[config.mk]
export PLATFORM = sky130hd
export DESIGN_NAME = hzb_ram
export DESIGN_NICKNAME = d
export VERILOG_FILES = /design/src/design/hzb_ram.sv
export SDC_FILE = /design/constraint.sdc
export NUM_CORES = 1
export LEC_CHECK = 0
export BUFFER_PORTS_ARGS = -buffer_cell sky130_fd_sc_hd__buf_2
export CAP_MARGIN = 10
export CORE_UTILIZATION = 53
export CTS_CLUSTER_DIAMETER = 100
export CTS_CLUSTER_SIZE = 40
export DETAILED_ROUTE_END_ITERATION = 6
export GPL_TIMING_DRIVEN = 1
export PLACE_DENSITY = 0.87
export SLEW_MARGIN = 20
export SYNTH_ARGS = -nofsm -noshare
export SYNTH_HDL_FRONTEND = slang
export SYNTH_SLANG_ARGS = --single-unit
[constraint.sdc]
create_clock -name clk -period 1.35 [get_ports clk]
set_input_delay 0.2025 -clock clk [delete_from_list [all_inputs] [get_ports clk]]
set_output_delay 0.2025 -clock clk [all_outputs]
set_load 0.1 [all_outputs]
[src/design/hzb_ram.sv]
// ----------------------------------------------------------------------------
// hzb_ram: generic single-write, single-read RAM
// One write port and one read port with registered read data.
// ----------------------------------------------------------------------------
module hzb_ram #(
  parameter int WIDTH = 8,
  parameter int DEPTH = 2
) (
  input  logic                                   clk,
  input  logic                                   we,
  input  logic [((DEPTH > 1) ? $clog2(DEPTH) : 1)-1:0] waddr,
  input  logic [WIDTH-1:0]                       wdata,
  input  logic                                   re,
  input  logic [((DEPTH > 1) ? $clog2(DEPTH) : 1)-1:0] raddr,
  output logic [WIDTH-1:0]                       rdata
);

  logic [WIDTH-1:0] mem [DEPTH];

  // Write and registered read
  always_ff @(posedge clk) begin
    if (we) begin
      mem[waddr] <= wdata;
    end
    if (re) begin
      rdata <= mem[raddr];
    end
  end

endmodule

=== Word-level counts from Yosys, hierarchy flattened ===
Memories as Yosys holds them, arrays and structs flattened. A register that Yosys moved wholly into a read port is not among the register bits.
Index checks and enable logic that the tools add are counted.

* Mux-type cells: 2

{| class="wikitable"
|+ Operators with widths
! cell !! count
|-
| 1-bit 2-to-1 mux || 2
|}

* Logic and storage cells: 3
* Register bits: 0
* Bits of input ports: 13
* RAM bits: 16
* Memories: 1
* Output and inout port bits: 8

{| class="wikitable"
|+ Memories
! name !! words !! width !! read ports !! clocked after Yosys merged registers in !! write ports !! line !! RTL
|-
| mem || 2 || 8 || 1 || 1 || 1 || 18 || <nowiki>logic [WIDTH-1:0] mem [DEPTH];</nowiki>
|}

=== Depth between registers and ports, before layout ===
* Depth in word-level cells: 2
* Gate-level depth with buffers: 2
* Mapped depth without buffers: 1

=== Least setup slack after synthesis ===
Ideal clock, no wire load.

* Path type: register -> output
* Start: register rdata[0], read port of mem
* End: output port rdata[0]
* Required time: 1.148 ns
* Setup slack: 0.243 ns
* Stages on the path, launching flop included: 1
* Path buffers: 0
* Arrival time: 0.904 ns
* Cells stage by stage: edfxtp_1

{| class="wikitable"
|+ RTL lines
! item !! line !! RTL
|-
| start, declared || 15 || <nowiki>output logic [WIDTH-1:0] rdata</nowiki>
|}

No word-level cell between the ends.

=== Worst setup path in the final report ===
* Start: register rdata[3], read port of mem
* End: output port rdata[3]

No word-level cell between the ends.

==> metrics <==
crit end category primary output; via count 375; vias per cell 5.07; ant diodes 0; Setup WS post-layout 0.0947 ns; class of the worst hold path input port to register; Tmin final around 1.3 ns; status complete, no violations; Pins Over Slew Limit 0; grt total ovfl 0; CP peak stage delay between 0.4 and 0.5 ns; CP Capture Point rdata[3]; Max VDD drop 0.733 mV; Critical path origin rdata[3]; first-pass GRT wire length 1.50 mm; vias in the first global route 362; Layout area overhead 16.1%; drt pass-1 iters 4; maximum clock insertion buffer count 2; r2r startpoint mem[0][1]; syn_area_per_cell 24.7 um^2; sequential fraction of the synthesis area 83.4%; CP Buf/Inv Count 1; Slew headroom 67.7%; fin crit share 93.0%; Final setup viols 0; # rows 14; Fmax 797 MHz; Worst R2R End rdata[1]; actual slew at the worst max-slew pin 0.487 ns; # resized after CTS 0; Reg2Reg Setup Slack between 0.4 and 0.5 ns; Total GRT Usage 12.1%; Setup CP Type register to primary output; clk_lat worst skew about 0.3 ns; Final Hold Vio Count 0; layout cells sized above 1 55.2%; Mapped Area approximately 860 um^2; Ys Warns 0; final WL 965 um; Register-to-Register Path Depth 1; Initial Util 57.4%; storage element area 721 um^2; DRT antenna net count 0; crit-path leading delay family buffers and inverters; crit path launch type register; clk_skew 0.00454 ns; sequence of cells on the critical path buf_2; TritonCTS clock tree yes; GPL Wtd Cong 0.621; Max Cap Viol 0; FILL cells 108; clock-pin slew on the worst setup and hold paths 0.11 ns; Multi-input gate area 133 um^2; initial drt markers 9; # DRC 0; Post-CTS Setup Bufs 0; port bufs 20; utilization after layout 66.6%; Leakage 0.397 nW; clk sinks 24; CORE AREA 0.00151 mm^2; CP arrival 1.05 ns; crit-path max FO 1; RSZ-0062 raised after global routing false; TritonCTS buffer count 3; chip height 42.4 um; WP data required 1.15 ns; Slowest-stage cell, CP buf_2; Die Footprint 0.00180 mm^2; net count after synthesis 48; PD cells 1390 mW/mm^2; CTS root buffer clkbuf_4; initial antenna violation count 0; unique cell type count in the Yosys netlist 5; DP Area around 980 um^2; final instance area roughly 0.001 mm^2; width of the die between 40 and 50 um; pre-CTS WS approximately 0.31 ns; setup TNS 0 ns; H-Tree Depth 1; # nets final 73; Cells after Synth 35; wire per inst between 10 and 15 um; hold_buf cts 0; IO Pins 21; largest net degree at the start of global routing 13; WP depth 1; synthesized flop and latch total 24
[how the worst min path moves through the flow]
stage / startpoint / end / slack [ns] / cells after the start
after floorplan: wdata[0] / mem[0][0] / 0.30 / 0
after global placement: wdata[0] / mem[1][0] / 0.39 / 1
after detailed placement: wdata[7] / mem[1][7] / 0.39 / 1
after CTS: wdata[3] / mem[1][3] / 0.08 / 1
after global routing: wdata[1] / mem[0][1] / 0.07 / 1
final: wdata[1] / mem[1][1] / 0.09 / 1
[registers in the layout, summed over array words and instances, names as in the netlist]
name,flops
mem,16
rdata,8
[metal layers]
| metal | up-vias | global-route usage, % | wire (um) |
|---|---|---|---|
| met5 | - | 0 | 0 |
| met4 | 0 | 5.63 | 0 |
| met3 | 0 | 2.59 | 62 |
| met2 | 20 | 20.9 | 478 |
| met1 | 173 | 14.4 | 424 |
| li1 | 182 | - | - |
[logic make-up (layout without fill, tap and decap cells)]
logic type / count (synthesis) / in the layout / synth area share, %
buffers and inverters: 1 / 24 / 1.30
multiplexers: 8 / 8 / 13.9
AND/OR/NAND/NOR: 2 / 2 / 1.45
flip-flops: 24 / 24 / 83.4
[power breakdown]
group	switching (W)	total (W)	internal [W]
registers	0.0000123	0.000891	0.000879
logic	0.000164	0.000223	0.0000585
clock network	0.000180	0.000284	0.000104
[cell usage in the layout (no fill, tap or decap), drive strengths merged]
cell     n
edfxtp  24
buf     21
mux2     8
clkbuf   3
nor2b    1
and2     1
[layout make-up]
class,instances,area share (%)
tap,16,2.00
timing repair buffer,21,10.7
sequential,24,71.8
multi-input combinational,10,13.2
clock buffer,3,2.24
[synth_stat cells]
cell,instances,area share (%)
and2_1,1,0.72
buf_6,1,1.3
edfxtp_1,24,83
mux2_4,8,14
nor2b_1,1,0.72
[stage by stage]
stage                     instances  power, W  hold slack, ns
after floorplan                  35   0.00109           0.301
after global placement           71   0.00113           0.390
after detailed placement         71   0.00113           0.394
after CTS                        74   0.00141          0.0764
after global routing             74   0.00145          0.0674
final                            74   0.00140          0.0862
Note: power is estimated with default switching activity, not from simulation.
