--- src/design/hzb_pkg.sv ---
// ----------------------------------------------------------------------------
// hzb_pkg: shared constants and types
// Screen size, depth width and the token that moves between pyramid cells.
// ----------------------------------------------------------------------------
package hzb_pkg;

  localparam int SIDE_LOG2  = 6;
  localparam int DEPTH_BITS = 16;
  localparam int QUAD_W     = 4 * DEPTH_BITS;
  localparam int CLR_LEN    = 1 << (2 * (SIDE_LOG2 - 1));
  localparam int CLR_W      = 2 * (SIDE_LOG2 - 1) + 1;

  typedef logic [DEPTH_BITS-1:0] depth_t;

  // Updated node maximum handed from one level to the next
  typedef struct packed {
    logic   valid;
    depth_t val;
  } tok_t;

  function automatic depth_t max2(depth_t a, depth_t b);
    return (a > b) ? a : b;
  endfunction

endpackage

--- src/design/hzb_cell.sv ---
// ----------------------------------------------------------------------------
// hzb_cell: one pyramid level
// Replaces one child of a quad, writes the quad back and hands the quad
// maximum to the next level up.
// ----------------------------------------------------------------------------
module hzb_cell import hzb_pkg::*; (
  input  logic              clk,
  input  logic              rst,
  input  tok_t              tok_in,
  input  logic [QUAD_W-1:0] rdata,
  input  logic [1:0]        sel,
  output logic              we,
  output logic [QUAD_W-1:0] wdata,
  output tok_t              tok_out,
  output depth_t            child
);

  depth_t lane [4];
  depth_t nlane [4];
  depth_t qmax;

  // Split quad, pick the addressed child and splice in the new value
  always_comb begin
    for (int i = 0; i < 4; i++) begin
      lane[i]  = rdata[i*DEPTH_BITS +: DEPTH_BITS];
      nlane[i] = (sel == 2'(i)) ? tok_in.val : lane[i];
    end
    child = lane[sel];
    qmax  = max2(max2(nlane[0], nlane[1]), max2(nlane[2], nlane[3]));
    wdata = {nlane[3], nlane[2], nlane[1], nlane[0]};
    we    = tok_in.valid;
  end

  // Advance the token to the next level
  always_ff @(posedge clk) begin
    if (rst) begin
      tok_out.valid <= 1'b0;
    end else begin
      tok_out.valid <= tok_in.valid;
    end
    tok_out.val <= qmax;
  end

endmodule

--- config.mk ---
export PLATFORM = sky130hd
export DESIGN_NAME = hzb_cell
export DESIGN_NICKNAME = d
export VERILOG_FILES = /design/src/design/hzb_pkg.sv /design/src/design/hzb_cell.sv
export SDC_FILE = /design/constraint.sdc
export NUM_CORES = 1
export LEC_CHECK = 0
export ABC_CLOCK_PERIOD_IN_PS = 16300
export BUFFER_PORTS_ARGS = -buffer_cell sky130_fd_sc_hd__buf_2
export CAP_MARGIN = 20
export CORE_ASPECT_RATIO = 1.2
export CORE_MARGIN = 3
export CORE_UTILIZATION = 35
export DETAILED_ROUTE_END_ITERATION = 6
export SLEW_MARGIN = 40
export SYNTH_ARGS = -nofsm -noshare
export SYNTH_HDL_FRONTEND = slang
export SYNTH_SLANG_ARGS = --single-unit
--- constraint.sdc ---
create_clock -name clk -period 16.3 [get_ports clk]
set_input_delay 1.63 -clock clk [delete_from_list [all_inputs] [get_ports clk]]
set_output_delay 1.63 -clock clk [all_outputs]
set_load 0.05 [all_outputs]
Word level (Yosys, flattened, before mapping)
Cells that the tools add are included.
- add/subtract/negate cells: 0
- multiply operators: 0
- div/mod/pow operators: 0
- order comparisons: 4
- equal/unequal tests: 3
- shifts and indexed selects: 0
- multiplexer cells: 10
- bitwise operators: 1
- reduce and logical (&&, ||, !) cells: 1
- operators by type and width (operator ; number):
    two-way mux 16 bit ; 9
    > comparator 16 bit ; 3
    binary-select mux 16 bit (select 2 bit) ; 1
    == test 2 bit, second input constant ; 2
    >= comparator 3 bit, second input constant ; 1
    inverter 2 -> 3 bit ; 1
    == test 2 x 1 -> 1 bit, second input constant ; 1
    logical NOT 2 bit ; 1
- bits in registers: 17
- latch bits: 0
- memory bits (writable): 0
- memory bits (read-only): 0
- output and inout port bits: 98
- logic and storage cells: 21
- memories: 0

Depth between registers and ports, before layout
- word-level depth: 6
- mapped depth: 24
- gate-level depth less buffers: 17

Least setup slack after synthesis
No wires, ideal clock.
- path kind: input to register
- start: input sel[0]
- end: register tok_out[5] (netlist name)
- data arrival time: 7123 ps
- required time: 16220 ps
- slack: 9097 ps
- stages on the path: 22
- path buffers: 7
- cell sequence: buf_4 nand2b_1 buf_6 clkbuf_1 o21ai_0 ha_1 o31a_1 a311oi_1 o311ai_4 and2_1 buf_2 buf_6 mux2i_1 ha_1 a21oi_1 nand2_1 a221oi_1 a21o_1 clkbuf_1 clkbuf_1 nand4_1 o2111ai_2
- cells in the longest elaborated chain, start to end: 6
- elaborated cells between the ends (all ways): 14
- those cells by class: 3 x order compare; 3 x eq/ne; 7 x mux; 1 x reduce/logical
- ends and longest elaborated chain (item ; line ; text):
    from (decl) ; hzb_cell.sv:11 ; input logic [1:0] sel,
    == test 2 bit (*) ; hzb_cell.sv:26 ; nlane[i] = (sel == 2'(i)) ? tok_in.val : lane[i];
    two-way mux 16 bit (*) ; hzb_cell.sv:26 ;
    named net wdata[34] ; hzb_cell.sv:13 ; output logic [QUAD_W-1:0] wdata,
    > comparator 16 bit ; hzb_pkg.sv:22 ; return (a > b) ? a : b;
    two-way mux 16 bit (*) ; hzb_pkg.sv:22 ;
    > comparator 16 bit ; hzb_pkg.sv:22 ;
    two-way mux 16 bit (*) ; hzb_pkg.sv:22 ;
    named net qmax[5] ; hzb_cell.sv:20 ; depth_t qmax;
    to (decl) ; hzb_cell.sv:14 ; output tok_t tok_out,
Mark *: on every way through the listed nets, which the timed path passes. The rest lies on a longest branch.
A chain may end at the register's enable or synchronous reset.

Final worst setup path
- start: input sel[0]
- end: register tok_out[9] (netlist name)
- cells in the longest elaborated chain, start to end: 6
- elaborated cells between the ends (all ways): 14
- those cells by class: 3 x order compare; 3 x eq/ne; 7 x mux; 1 x reduce/logical
- ends and longest elaborated chain (item ; line):
    == test 2 x 1 -> 1 bit (tied with other cells) ; hzb_cell.sv:26
    two-way mux 16 bit ; hzb_cell.sv:26
    > comparator 16 bit ; hzb_pkg.sv:22
    two-way mux 16 bit ; hzb_pkg.sv:22
    > comparator 16 bit ; hzb_pkg.sv:22
    two-way mux 16 bit (*) ; hzb_pkg.sv:22
    named net qmax[9] ; hzb_cell.sv:20
Marks and branches as above.

==> key figures <==
Setup path
  • CP max stage delay: 0.92 ns
  • Arrival time worst endpoint: 7.97 ns
  • Slowest stage cell, crit path: or4_1
  • Startpoint Class: primary input
  • Critical path fanouts, max: 44
  • Worst Path Required: 16.47 ns
  • Critical path class: in -> reg
  • Worst Path Buf+Inv: 2
  • Setup crit end kind: flop
  • Worst-path cell chain: buf_2, nand2b_2, mux2_2, ha_1, and4_1, nand3_1, or4_1, and2_1, buf_4, mux2i_1, ha_1, nand4_1, a2111oi_0, o31ai_1, a21o_2, or4_1, o2111ai_2
  • CP top delay family: simple AND/OR/NAND/NOR gates

Die
  • Die Height: 123 µm
  • Site Rows: 42
  • Die Wd: 104 µm
  • Starting Density: 36.0%
  • # IOs: 183
  • Total die area: 12800 µm²
  • Core Footprint: 11100 µm²

Finish
  • Area delta synth->final: 26.3%
  • Footprint of the multi-input gates: 3280 µm²
  • Fillers: 1174
  • Max reg flops: 17
  • Layout cells sized above 1: 41.2%
  • Top flop regs: tok_out (17)
  • Register area: 340 µm²
  • Post-Layout Cell Count: 788
  • Nets@finish: 764
  • Largest Register: tok_out

Clocking
  • Clk buf depth: 2
  • Hold buffers post-CTS: 0
  • Clock sinks: 17
  • PostCTS Resize Cnt: 0
  • Setup repair bufs after CTS: 0
  • # H-tree levels: 1
  • Clk slew on worst S/H paths: 0.05 ns
  • CTS Root Cell: clkbuf_16
  • CTS Buf Count: 3
  • CTS tree: done

Timing
  • Fmax: 0.128 GHz
  • Worst Tran Pin Value: 0.803 ns
  • Slew margin rel.: 46.5%
  • Tmin final: 7.80 ns
  • RSZ-0062 raised after global routing: no
  • Final Max Tran Viols: 0
  • Tcrit/Tclk final: 47.8%
  • Fin. Hold Viols: 0
  • Setup-failing EPs final: 0
  • Setup TNS: 0 ns

Placed design
  • Dpl hpwl: 14000 µm
  • I/O Buffers: 182
  • Placer Congestion: 0.916
  • Placed Cells: 782

Drt
  • 1st-iter DRT viols: 305
  • Vias per inst: 5.95
  • Wire per inst: 22.5 µm
  • Drt first pass iters: 5
  • Antenna-violating nets left: 0
  • DRC errors left: 0
  • Vias: 4689
  • Post-Route WL: 17700 µm

Logic synthesis
  • Synthesized area: 4010 µm²
  • Avg Cell Area, Syn: 8.47 µm²
  • EDFF count, synth: 0
  • Yosys top cell area share: 14.0%
  • FF+latch count, synth: 17
  • Post-synth ARST share: 0%
  • Post-synth top area cell: ha_1
  • Synth area leaders: ha_1 14%, mux2i_1 12%, mux4_2 9.0%
  • Top_reg_cell synth: dfxtp_1
  • Seq/Total Area, Yosys: 8.48%
  • Distinct cell type count after synthesis: 60
  • Synth Warn #: 0
  • Syn_nets: 604
  • Count leader, synth: inv_1
  • Post-synthesis cell count: 474
  • Commonest cells post-synth: 53 x inv_1, 47 x mux2i_1, 45 x ha_1

Global route
  • Routing usage on met3: 5.48%
  • GRT Residual Overflow: 0
  • Vias in the first global route: 4715
  • First-pass GRT wire length: 26700 µm
  • Global Route Usage Sum: 26.6%
  • GRT busiest layer: met2
  • Initial antenna violation count: 0
  • Largest net degree at the start of global routing: 47
  • Met1 Use GR: 30.0%
  • GR Util met2: 48.9%

Power and ir drop
  • Pwr/cell area: 107 nW/µm²
  • Leakage: 2.53 nW
  • Maximum vdd drop: 0.0503 mV

Outcome
  • Status: completed

Worst hold path
  • Hold Path Class: in -> reg
  • HP Start: rst
  • Worst hold endpoint: tok_out[16]
  • Min-Delay Path Depth: 2

Job
  • Maxcap violations: 0
## report_power, final
part           total [mW]  switching [mW]  internal [mW]
Clock              0.0518          0.0185         0.0333
Combinational       0.417           0.297          0.120
Sequential         0.0733          0.0103         0.0630
## cells in the final DEF, fill, tap and decap left out, types with 2 or more instances in the layout
master | Yosys | final
a211oi_1 | 2 | 2
a21o_1 | 5 | 4
a21oi_1 | 29 | 29
a311o_1 | 2 | 2
and3_1 | 3 | 3
buf_2 | 12 | 182
buf_4 | 8 | 7
clkbuf_16 | 0 | 3
dfxtp_1 | 17 | 17
ha_1 | 45 | 45
inv_1 | 53 | 53
mux2_2 | 29 | 29
mux2i_1 | 47 | 47
mux4_2 | 16 | 16
nand2_1 | 29 | 29
nand2b_2 | 1 | 2
nand3_1 | 7 | 7
nand4_1 | 22 | 22
nor2_1 | 11 | 11
nor2b_1 | 4 | 4
nor3_1 | 14 | 14
nor3b_1 | 2 | 2
nor4_1 | 2 | 2
o2111ai_1 | 5 | 5
o2111ai_2 | 11 | 11
o211ai_1 | 15 | 15
o21ai_0 | 18 | 18
or4_1 | 16 | 16
xnor2_1 | 4 | 4
xor2_1 | 2 | 2
## metal layers
metal	wire, µm	part of all wire (%)	vias up
met2	8820	50	325
li1	-	-	2140
met4	656	3.7	0
met3	1820	10	44
met5	0	0	-
met1	6450	36	2180
## kinds of logic after synthesis
family / Yosys count / synth area share [%]
AND/OR/NAND/NOR: 121 / 16.7
AO/OA/AOI/OAI: 105 / 20.8
multiplexers: 92 / 28.8
buffers and inverters: 88 / 9.92
adder cells (fa/ha/maj): 45 / 14.0
flip-flops: 17 / 8.48
XOR/XNOR: 6 / 1.31
## area by class of cell
cell class | instances | area share (%)
inverter | 53 | 3.93
multi-input combinational | 369 | 64.7
clock buffer | 4 | 1.56
antenna | 1 | 0.0494
timing repair buffer | 190 | 19.2
sequential | 17 | 6.72
tap | 154 | 3.80
## worst max-delay path by stage
stage | startpoint | to | slack (ns) | cells after the start
after global placement | sel[0] | tok_out[13] | 8.03 | 17
after global routing | sel[0] | tok_out[4] | 8.09 | 18
after floorplan | sel[0] | tok_out[5] | 9.10 | 22
after CTS | sel[0] | tok_out[9] | 8.31 | 17
final | sel[0] | tok_out[9] | 8.50 | 17
after detailed placement | sel[0] | tok_out[9] | 8.05 | 17
## through the flow
step | power (mW) | area, µm² | hold WS, ns | setup slack [ns] | util (%)
2_1_floorplan | 0.382 | 4010 | 1.70 | 9.10 | -
6_report | 0.542 | 5070 | 1.53 | 8.50 | 45.5
4_1_cts | 0.538 | 5050 | 1.53 | 8.31 | 45.3
5_1_grt | 0.571 | 5060 | 1.54 | 8.09 | 45.5
3_5_place_dp | 0.486 | 4970 | 1.79 | 8.05 | 44.6
3_3_place_gp | 0.478 | 4970 | 1.79 | 8.03 | 44.6
(Power assumes the default switching activity.)
